===== src/hdl/assert_macros.svh =====
// assertion macros for the rtl files that check themselves
// no dependencies; include by bare file name
`ifndef ASSERT_MACROS_SVH
`define ASSERT_MACROS_SVH

// property checked at every rising edge, off while reset is high
`define OLE_ASSERT(label, clk, rst, prop, msg) \
  label: assert property (@(posedge clk) disable iff (rst) (prop)) else $error(msg);

// same check, also active during reset
`define OLE_ASSERT_ALWAYS(label, clk, prop, msg) \
  label: assert property (@(posedge clk) (prop)) else $error(msg);

`endif


===== src/hdl/olist_pkg.sv =====
// shared types, codes and sizes of the ordered list engine
// no dependencies
`default_nettype none

package olist_pkg;

  localparam int DATA_W       = 32;
  localparam int ACT_W        = 3;
  localparam int STATUS_W     = 2;
  localparam int COUNT_W      = 5;
  localparam int CAPACITY_DEF = 16;
  localparam int QUEUE_DEPTH  = 2;
  localparam int S_DATA_W     = ((ACT_W + DATA_W + 7) / 8) * 8;
  localparam int M_DATA_W     = ((STATUS_W + 1 + COUNT_W + 7) / 8) * 8;

  // action codes
  localparam logic [ACT_W-1:0] ACT_PUSH_FRONT = 3'd0;
  localparam logic [ACT_W-1:0] ACT_PUSH_BACK  = 3'd1;
  localparam logic [ACT_W-1:0] ACT_INSERT     = 3'd2;
  localparam logic [ACT_W-1:0] ACT_POP_FRONT  = 3'd3;
  localparam logic [ACT_W-1:0] ACT_POP_BACK   = 3'd4;
  localparam logic [ACT_W-1:0] ACT_REMOVE     = 3'd5;
  localparam logic [ACT_W-1:0] ACT_SEARCH     = 3'd6;
  localparam logic [ACT_W-1:0] ACT_CLEAR      = 3'd7;

  // status codes
  localparam logic [STATUS_W-1:0] ST_DONE  = 2'd0;
  localparam logic [STATUS_W-1:0] ST_FULL  = 2'd1;
  localparam logic [STATUS_W-1:0] ST_EMPTY = 2'd2;
  localparam logic [STATUS_W-1:0] ST_MISS  = 2'd3;

  // command class set by the front part
  localparam logic [1:0] KIND_INS  = 2'd0;
  localparam logic [1:0] KIND_DEL  = 2'd1;
  localparam logic [1:0] KIND_FIND = 2'd2;
  localparam logic [1:0] KIND_CLR  = 2'd3;

  typedef struct packed {
    logic [1:0]              kind;
    logic [ACT_W-1:0]        act;
    logic signed [DATA_W-1:0] value;
  } cmd_t;

  typedef struct packed {
    logic [COUNT_W-1:0]  count;
    logic                found;
    logic [STATUS_W-1:0] status;
  } result_t;

  function automatic logic [1:0] classify(input logic [ACT_W-1:0] act);
    logic [1:0] k;
    case (act)
      ACT_PUSH_FRONT, ACT_PUSH_BACK, ACT_INSERT: k = KIND_INS;
      ACT_POP_FRONT, ACT_POP_BACK:               k = KIND_DEL;
      ACT_REMOVE, ACT_SEARCH:                    k = KIND_FIND;
      default:                                   k = KIND_CLR;
    endcase
    return k;
  endfunction

endpackage

`default_nettype wire


===== src/hdl/olist_front.sv =====
// front part: accepts request transactions, classifies them, queues commands
// depends on olist_pkg
`default_nettype none

module olist_front (
  input  wire logic                          clk,
  input  wire logic                          rst,
  input  wire logic                          s_tvalid,
  output logic                               s_tready,
  // action [2:0], value [34:3], zero pad above
  input  wire logic [olist_pkg::S_DATA_W-1:0] s_tdata,
  output logic                               q_valid,
  input  wire logic                          q_pop,
  output olist_pkg::cmd_t                    q_cmd
);
  import olist_pkg::*;

  localparam int PTR_W = (QUEUE_DEPTH > 1) ? $clog2(QUEUE_DEPTH) : 1;
  localparam int FILL_W = $clog2(QUEUE_DEPTH + 1);

  cmd_t              slots [QUEUE_DEPTH];
  logic [PTR_W-1:0]  wr_ptr;
  logic [PTR_W-1:0]  rd_ptr;
  logic [FILL_W-1:0] fill;
  cmd_t              in_cmd;
  logic              push;
  logic              pop;

  assign in_cmd.act   = s_tdata[ACT_W-1:0];
  assign in_cmd.value = s_tdata[ACT_W+DATA_W-1:ACT_W];
  assign in_cmd.kind  = classify(s_tdata[ACT_W-1:0]);

  assign s_tready = (fill != FILL_W'(QUEUE_DEPTH));
  assign q_valid  = (fill != '0);
  assign push     = s_tvalid && s_tready;
  assign pop      = q_pop && q_valid;
  assign q_cmd    = slots[rd_ptr];

  always_ff @(posedge clk) begin
    if (push) begin
      slots[wr_ptr] <= in_cmd;
    end
  end

  always_ff @(posedge clk) begin
    if (rst) begin
      wr_ptr <= '0;
      rd_ptr <= '0;
      fill   <= '0;
    end else begin
      if (push) begin
        wr_ptr <= (wr_ptr == PTR_W'(QUEUE_DEPTH - 1)) ? '0 : wr_ptr + 1'b1;
      end
      if (pop) begin
        rd_ptr <= (rd_ptr == PTR_W'(QUEUE_DEPTH - 1)) ? '0 : rd_ptr + 1'b1;
      end
      if (push && !pop) begin
        fill <= fill + 1'b1;
      end else if (pop && !push) begin
        fill <= fill - 1'b1;
      end
    end
  end

endmodule

`default_nettype wire


===== src/hdl/olist_cells.sv =====
// back part: row of value cells that compare in parallel and shift in one step
// depends on olist_pkg
`default_nettype none

module olist_cells #(
  parameter int CAPACITY = olist_pkg::CAPACITY_DEF,
  parameter int CNT_W    = $clog2(CAPACITY + 1)
) (
  input  wire logic            clk,
  input  wire logic            rst,
  input  wire logic            q_valid,
  output logic                 q_pop,
  input  wire olist_pkg::cmd_t q_cmd,
  output logic                 res_valid,
  input  wire logic            res_ready,
  output olist_pkg::result_t   res,
  output logic [CNT_W-1:0]     held
);
  import olist_pkg::*;

  localparam logic [1:0] S_IDLE = 2'd0;
  localparam logic [1:0] S_CMP  = 2'd1;
  localparam logic [1:0] S_EXE  = 2'd2;

  logic [1:0]                state;
  logic [1:0]                state_next;
  cmd_t                      cmd;
  logic signed [DATA_W-1:0]  cells [CAPACITY];
  logic [CAPACITY-1:0]       lt_r;
  logic [CAPACITY-1:0]       eq_r;

  logic                      exe_fire;
  logic [CAPACITY-1:0]       valid_v;
  logic [CAPACITY-1:0]       tail_v;
  logic [CAPACITY-1:0]       at_held_v;
  logic [CAPACITY-1:0]       cand;
  logic [CAPACITY-1:0]       ge_pos;
  logic [CAPACITY-1:0]       at_pos;
  logic                      empty;
  logic                      full;
  logic                      gt_tail;
  logic                      do_ins;
  logic                      do_drop;
  logic [CNT_W-1:0]          held_next;
  logic [STATUS_W-1:0]       status;
  logic                      found;

  assign exe_fire = (state == S_EXE) && (!res_valid || res_ready);
  assign q_pop    = q_valid && ((state == S_IDLE) || exe_fire);

  always_comb begin
    state_next = state;
    case (state)
      S_IDLE:  if (q_pop) state_next = S_CMP;
      S_CMP:   state_next = S_EXE;
      S_EXE:   if (exe_fire) state_next = q_pop ? S_CMP : S_IDLE;
      default: state_next = S_IDLE;
    endcase
  end

  always_comb begin
    for (int i = 0; i < CAPACITY; i++) begin
      valid_v[i]   = CNT_W'(i) < held;
      tail_v[i]    = held == CNT_W'(i + 1);
      at_held_v[i] = held == CNT_W'(i);
    end
  end

  assign empty   = (held == '0);
  assign full    = (held == CNT_W'(CAPACITY));
  // value above the tail: the tail cell is below the value
  assign gt_tail = |(lt_r & tail_v);

  always_comb begin
    cand    = '0;
    do_ins  = 1'b0;
    do_drop = 1'b0;
    status  = ST_DONE;
    found   = 1'b0;
    held_next = held;
    case (cmd.kind)
      KIND_INS: begin
        if (full) begin
          status = ST_FULL;
        end else begin
          do_ins    = 1'b1;
          held_next = held + 1'b1;
          // a value strictly below the head goes first, even when above the tail
          if (cmd.act == ACT_PUSH_FRONT || empty ||
              (cmd.act == ACT_INSERT && !lt_r[0] && !eq_r[0])) begin
            cand[0] = 1'b1;
          end else if (cmd.act == ACT_PUSH_BACK || gt_tail) begin
            cand = at_held_v;
          end else begin
            // first cell not below the value
            cand = ~lt_r & valid_v;
          end
        end
      end
      KIND_DEL: begin
        if (empty) begin
          status = ST_EMPTY;
        end else begin
          held_next = held - 1'b1;
          if (cmd.act == ACT_POP_FRONT) begin
            do_drop = 1'b1;
            cand[0] = 1'b1;
          end
        end
      end
      KIND_FIND: begin
        cand = eq_r & valid_v;
        if (empty) begin
          status = ST_EMPTY;
        end else if (cand == '0) begin
          status = ST_MISS;
        end else begin
          found = 1'b1;
          if (cmd.act == ACT_REMOVE) begin
            do_drop   = 1'b1;
            held_next = held - 1'b1;
          end
        end
      end
      default: held_next = '0;
    endcase
  end

  // inclusive prefix marks every cell at or after the chosen position
  always_comb begin
    ge_pos[0] = cand[0];
    for (int i = 1; i < CAPACITY; i++) begin
      ge_pos[i] = ge_pos[i-1] | cand[i];
    end
    at_pos[0] = ge_pos[0];
    for (int i = 1; i < CAPACITY; i++) begin
      at_pos[i] = ge_pos[i] & ~ge_pos[i-1];
    end
  end

  for (genvar i = 0; i < CAPACITY; i++) begin : g_cell
    always_ff @(posedge clk) begin
      if (state == S_CMP) begin
        lt_r[i] <= cells[i] < cmd.value;
        eq_r[i] <= cells[i] == cmd.value;
      end
      if (exe_fire && do_ins) begin
        if (at_pos[i]) begin
          cells[i] <= cmd.value;
        end else if (ge_pos[i]) begin
          if (i > 0) cells[i] <= cells[(i > 0) ? i - 1 : 0];
        end
      end else if (exe_fire && do_drop && ge_pos[i]) begin
        if (i < CAPACITY - 1) cells[i] <= cells[(i < CAPACITY - 1) ? i + 1 : i];
      end
    end
  end

  always_ff @(posedge clk) begin
    if (q_pop) begin
      cmd <= q_cmd;
    end
    if (exe_fire) begin
      res.status <= status;
      res.found  <= found;
      res.count  <= COUNT_W'(held_next);
    end
  end

  always_ff @(posedge clk) begin
    if (rst) begin
      state     <= S_IDLE;
      held      <= '0;
      res_valid <= 1'b0;
    end else begin
      state <= state_next;
      if (exe_fire) begin
        held      <= held_next;
        res_valid <= 1'b1;
      end else if (res_ready) begin
        res_valid <= 1'b0;
      end
    end
  end

endmodule

`default_nettype wire


===== src/hdl/ordered_list_engine_core.sv =====
// ordered list engine: an accepted item passes the command queue, the command register, the compare
// registers and the result register before its result is valid on the result side
// the cells take one command at a time, with compare then shift passes, and take the next only as a result is issued
// a two-entry command queue lets the request side run ahead of a stalled result side
// reset clears the count, the queue and the result valid flag; cell contents are not reset
// top level; depends on olist_pkg, olist_front, olist_cells and assert_macros.svh
`default_nettype none

`include "assert_macros.svh"

module ordered_list_engine_core #(
  parameter int CAPACITY = olist_pkg::CAPACITY_DEF
) (
  input  wire logic                          clk,
  input  wire logic                          rst,
  input  wire logic                          s_tvalid,
  output logic                               s_tready,
  // action [2:0], value [34:3], zero pad above
  input  wire logic [olist_pkg::S_DATA_W-1:0] s_tdata,
  output logic                               m_tvalid,
  input  wire logic                          m_tready,
  // status [1:0], found [2], count [7:3]
  output logic [olist_pkg::M_DATA_W-1:0]     m_tdata
);
  import olist_pkg::*;

  localparam int CNT_W = $clog2(CAPACITY + 1);

  logic             q_valid;
  logic             q_pop;
  cmd_t             q_cmd;
  result_t          res;
  logic [CNT_W-1:0] held;

  olist_front u_front (
    .clk      (clk),
    .rst      (rst),
    .s_tvalid (s_tvalid),
    .s_tready (s_tready),
    .s_tdata  (s_tdata),
    .q_valid  (q_valid),
    .q_pop    (q_pop),
    .q_cmd    (q_cmd)
  );

  olist_cells #(
    .CAPACITY (CAPACITY),
    .CNT_W    (CNT_W)
  ) u_cells (
    .clk       (clk),
    .rst       (rst),
    .q_valid   (q_valid),
    .q_pop     (q_pop),
    .q_cmd     (q_cmd),
    .res_valid (m_tvalid),
    .res_ready (m_tready),
    .res       (res),
    .held      (held)
  );

  assign m_tdata = M_DATA_W'(res);

  `OLE_ASSERT(a_held_bound, clk, rst, held <= CNT_W'(CAPACITY), "count above capacity")
  `OLE_ASSERT(a_full_at_cap, clk, rst, (m_tvalid && res.status == ST_FULL) |-> (held == CNT_W'(CAPACITY)), "full status with room left")
  `OLE_ASSERT(a_found_done, clk, rst, (m_tvalid && res.found) |-> (res.status == ST_DONE), "found with failing status")
  `OLE_ASSERT(a_count_match, clk, rst, m_tvalid |-> (res.count == COUNT_W'(held)), "reported count differs from held count")

endmodule

`default_nettype wire


===== config.mk =====
export PLATFORM = sky130hd
export DESIGN_NAME = ordered_list_engine_core
export DESIGN_NICKNAME = d
export VERILOG_FILES = /design/src/hdl/olist_pkg.sv /design/src/hdl/olist_front.sv /design/src/hdl/olist_cells.sv /design/src/hdl/ordered_list_engine_core.sv
export VERILOG_INCLUDE_DIRS = /design/src /design/src/hdl
export SDC_FILE = /design/constraint.sdc
export NUM_CORES = 2
export LEC_CHECK = 0
export ABC_AREA = 1
export BUFFER_PORTS_ARGS = -buffer_cell sky130_fd_sc_hd__buf_4
export CORE_MARGIN = 2
export CORE_UTILIZATION = 35
export CTS_CLUSTER_DIAMETER = 80
export DETAILED_ROUTE_END_ITERATION = 16
export GPL_TIMING_DRIVEN = 0
export PLACE_DENSITY = 0.53
export SYNTH_ARGS = -nofsm -noshare
export SYNTH_HDL_FRONTEND = slang
export SYNTH_SLANG_ARGS = --single-unit

===== constraint.sdc =====
create_clock -name clk -period 10.7 [get_ports clk]
set_input_delay 2.14 -clock clk [delete_from_list [all_inputs] [get_ports clk]]
set_output_delay 2.14 -clock clk [all_outputs]
set_load 0.05 [all_outputs]

==> run metrics <==
Routed WL=147000 um; post-cts resize count=0; cell with the most instances after synthesis=nand2_1; XOR/XNOR Fraction of Synth Area=0.00352; multi-input logic area=22100 um^2; highest fanout seen on the critical path=32; TritonCTS buffer count=82; YS warnings=0; setup bufs post-CTS=0; area share of the largest cell type after synthesis=0.444; reg-to-reg startpoint=u_cells.held[0]; CTS clock-pin slew for the worst setup and hold paths=60 ps; Final Hold Fails=0; Gate Count Post-Synth=4955; Post-synth top flop=edfxtp_1; max-cap viol count=0; number of global-route vias before repair=36800; Final Skew=30.3 ps; Antenna Nets Post-Route=0; Crit. End Element=flip-flop; Setup TNS=0 ps; P&R area growth vs syn=11.6%; Initial DRT Pass Iterations=6; initial core utilization=0.352; Synth top cells by count=nand2_1 (1060), edfxtp_1 (663), ha_1 (522); routed vias/inst=5.46; Post-route DRC=0; Layout Cells excl Fill=6817; Max Buffers Root-to-Sink=3; Yosys top cell by area=edfxtp_1; # nets final=5656; WS Path Type=input port to flip-flop; Max-slew headroom=0.123; worst-margin pin slew=1310 ps; hold_buf cts=0; peak supply drop=0.000154 V; die height=362 um; num rows=131; total track usage=0.220; setup slack after layout=3160 ps; worst skew pair latency=680 ps; R2R depth=16; register bit total from synthesis=675; power density over the cells=248 nW/um^2; initial antenna violation count=8; Vias=37200; hold path start=u_front.fill[1]; CTS tree=built; Tmin final=7540 ps; PortBufs=47; placed instance count=6667; final RePlAce weighted congestion=0.912; dpl ws=2390 ps; Core Area=127000 um^2; post-synthesis cell type count=56; IO Pins=54; Post-Synth Simple-Gate Area=0.196; Hold Crit Depth=2; Sink Count=675; largest net degree at the start of global routing=40; share of cells above drive strength 1=0.0747; Cell Area, Synth=44800 um^2; WP data required=10980 ps; fill count=12800; RSZ-0062 raised after global routing=no; outcome=completed; highest clock rate=0.133 GHz; fin. max-slew vios=0; post-synthesis adder-cell area fraction=0.146; hpwl dp=121000 um; Seq/Total Area, Yosys=0.449; Post-synth EDFFs=663; Post-Synthesis Net Count=5521; die area=131000 um^2; share of flip-flops with an asynchronous set or reset=0; H-tree depth=3; CP Launch Type=input port; Final Cycle Share=0.704; Hold Path Class=flip-flop to flip-flop; post-synthesis compound-gate area fraction=0.138; power consumption=12.4 mW; CTS root buf=clkbuf_16; grt ovf=0; global-route wire length before repair=219000 um; CP arrival=7820 ps; register area=20100 um^2; flop-to-flop setup slack=3970 ps; largest cells by area after synthesis=edfxtp_1 (44%), ha_1 (15%), nand2_1 (8.9%); DR iter-0 viols=3029; drt wl/cell=21.6 um; leakage=20.6 nW; Chip Width=362 um; Min-Delay Endpoint=u_front.fill[1]; mean area per synthesized cell=9.05 um^2; endpoints failing setup=0; post-synthesis mux area share=0.00929; Worst R2R End=u_cells.cells[0][230]; main combinational cell family by area after synthesis=simple AND/OR/NAND/NOR gates
## worst max-delay path by stage
stage,from,endpoint,cells after the start
global route,m_tready,u_cells.cells[0][234],13
finish,m_tready,u_cells.cells[0][230],13
detailed placement,m_tready,u_cells.cells[1][196],12
global placement,m_tready,u_cells.cells[1][199],12
floorplan,m_tready,u_cells.cells[1][32],12
CTS,m_tready,u_cells.cells[1][203],12
## power breakdown
part           internal [mW]  switching, mW  leakage [nW]
clock network           1.61           1.20          1.27
registers               3.51          0.201          6.12
logic                   1.82           4.06          13.2
## final cells by class
| class | count | share of cell area |
|---|---|---|
| Timing Repair Buffer | 51 | 0.00862 |
| Multi-Input combinational cell | 3648 | 0.442 |
| Buffer | 291 | 0.0266 |
| Clock inverter | 51 | 0.00970 |
| Sequential cell | 675 | 0.403 |
| Antenna cell | 1 | 0.0000500 |
| Inverter | 341 | 0.0256 |
| Tap cell | 1662 | 0.0415 |
| Clock buffer | 97 | 0.0430 |
## through the flow
stage               hold WS (ps)  instance area (um^2)   util
finish                       485                 50100  0.393
global route                 521                 50100  0.393
CTS                          479                 50000  0.393
detailed placement           468                 47400  0.372
global placement             460                 47300  0.371
floorplan                    449                 44800      -
## state kept, by name (all words and copies together) (netlist names)
signal             count
u_cells.res_valid      1
u_cells.held           5
u_front.slots         74
u_front.wr_ptr         1
u_cells.cmd           37
u_front.fill           2
u_cells.cells        512
u_cells.res            8
u_cells.lt_r          16
u_cells.eq_r          16
u_front.rd_ptr         1
u_cells.state          2
## cell families (layout without fill, tap and decap cells)
| family | Yosys count | in the layout |
|---|---|---|
| XOR/XNOR | 18 | 18 |
| multiplexers | 37 | 37 |
| AO/OA/AOI/OAI | 1014 | 1014 |
| buffers and inverters | 632 | 831 |
| flip-flops | 675 | 675 |
| AND/OR/NAND/NOR | 2057 | 2057 |
| adder cells (fa/ha/maj) | 522 | 522 |
| other | 0 | 1 |
## worst max-delay path, cell delays in order
cell and delay (ps):
buf_4 110, nor2_1 130, inv_1 70, nand2_1 230, inv_1 250, nand2_1 740
clkinv_1 890, nor4_4 1230, buf_2 500, nand2_1 120, buf_4 200, buf_2 190
nand2_1 960
## per-layer routing
| layer | vias to the layer above | track usage | routed length [um] |
|---|---|---|---|
| met3 | 232 | 0.0312 | 8500 |
| met2 | 1095 | 0.363 | 67600 |
| met1 | 17700 | 0.292 | 64900 |
| met5 | - | 0 | 13 |
| met4 | 2 | 0.0822 | 5990 |
| li1 | 18200 | - | - |
## cell usage in the layout, fill, tap and decap left out, types with 91 or more instances in the layout
master,Yosys,final
inv_1,320,319
buf_2,91,91
nand2_1,1060,1047
ha_1,522,522
o211ai_1,166,166
a31oi_1,225,225
nor2_1,349,345
o21ai_0,187,187
edfxtp_1,663,663
nand3_1,479,479
clkbuf_1,156,169
a21oi_1,265,265
Note: power is estimated with default switching activity, not from simulation.
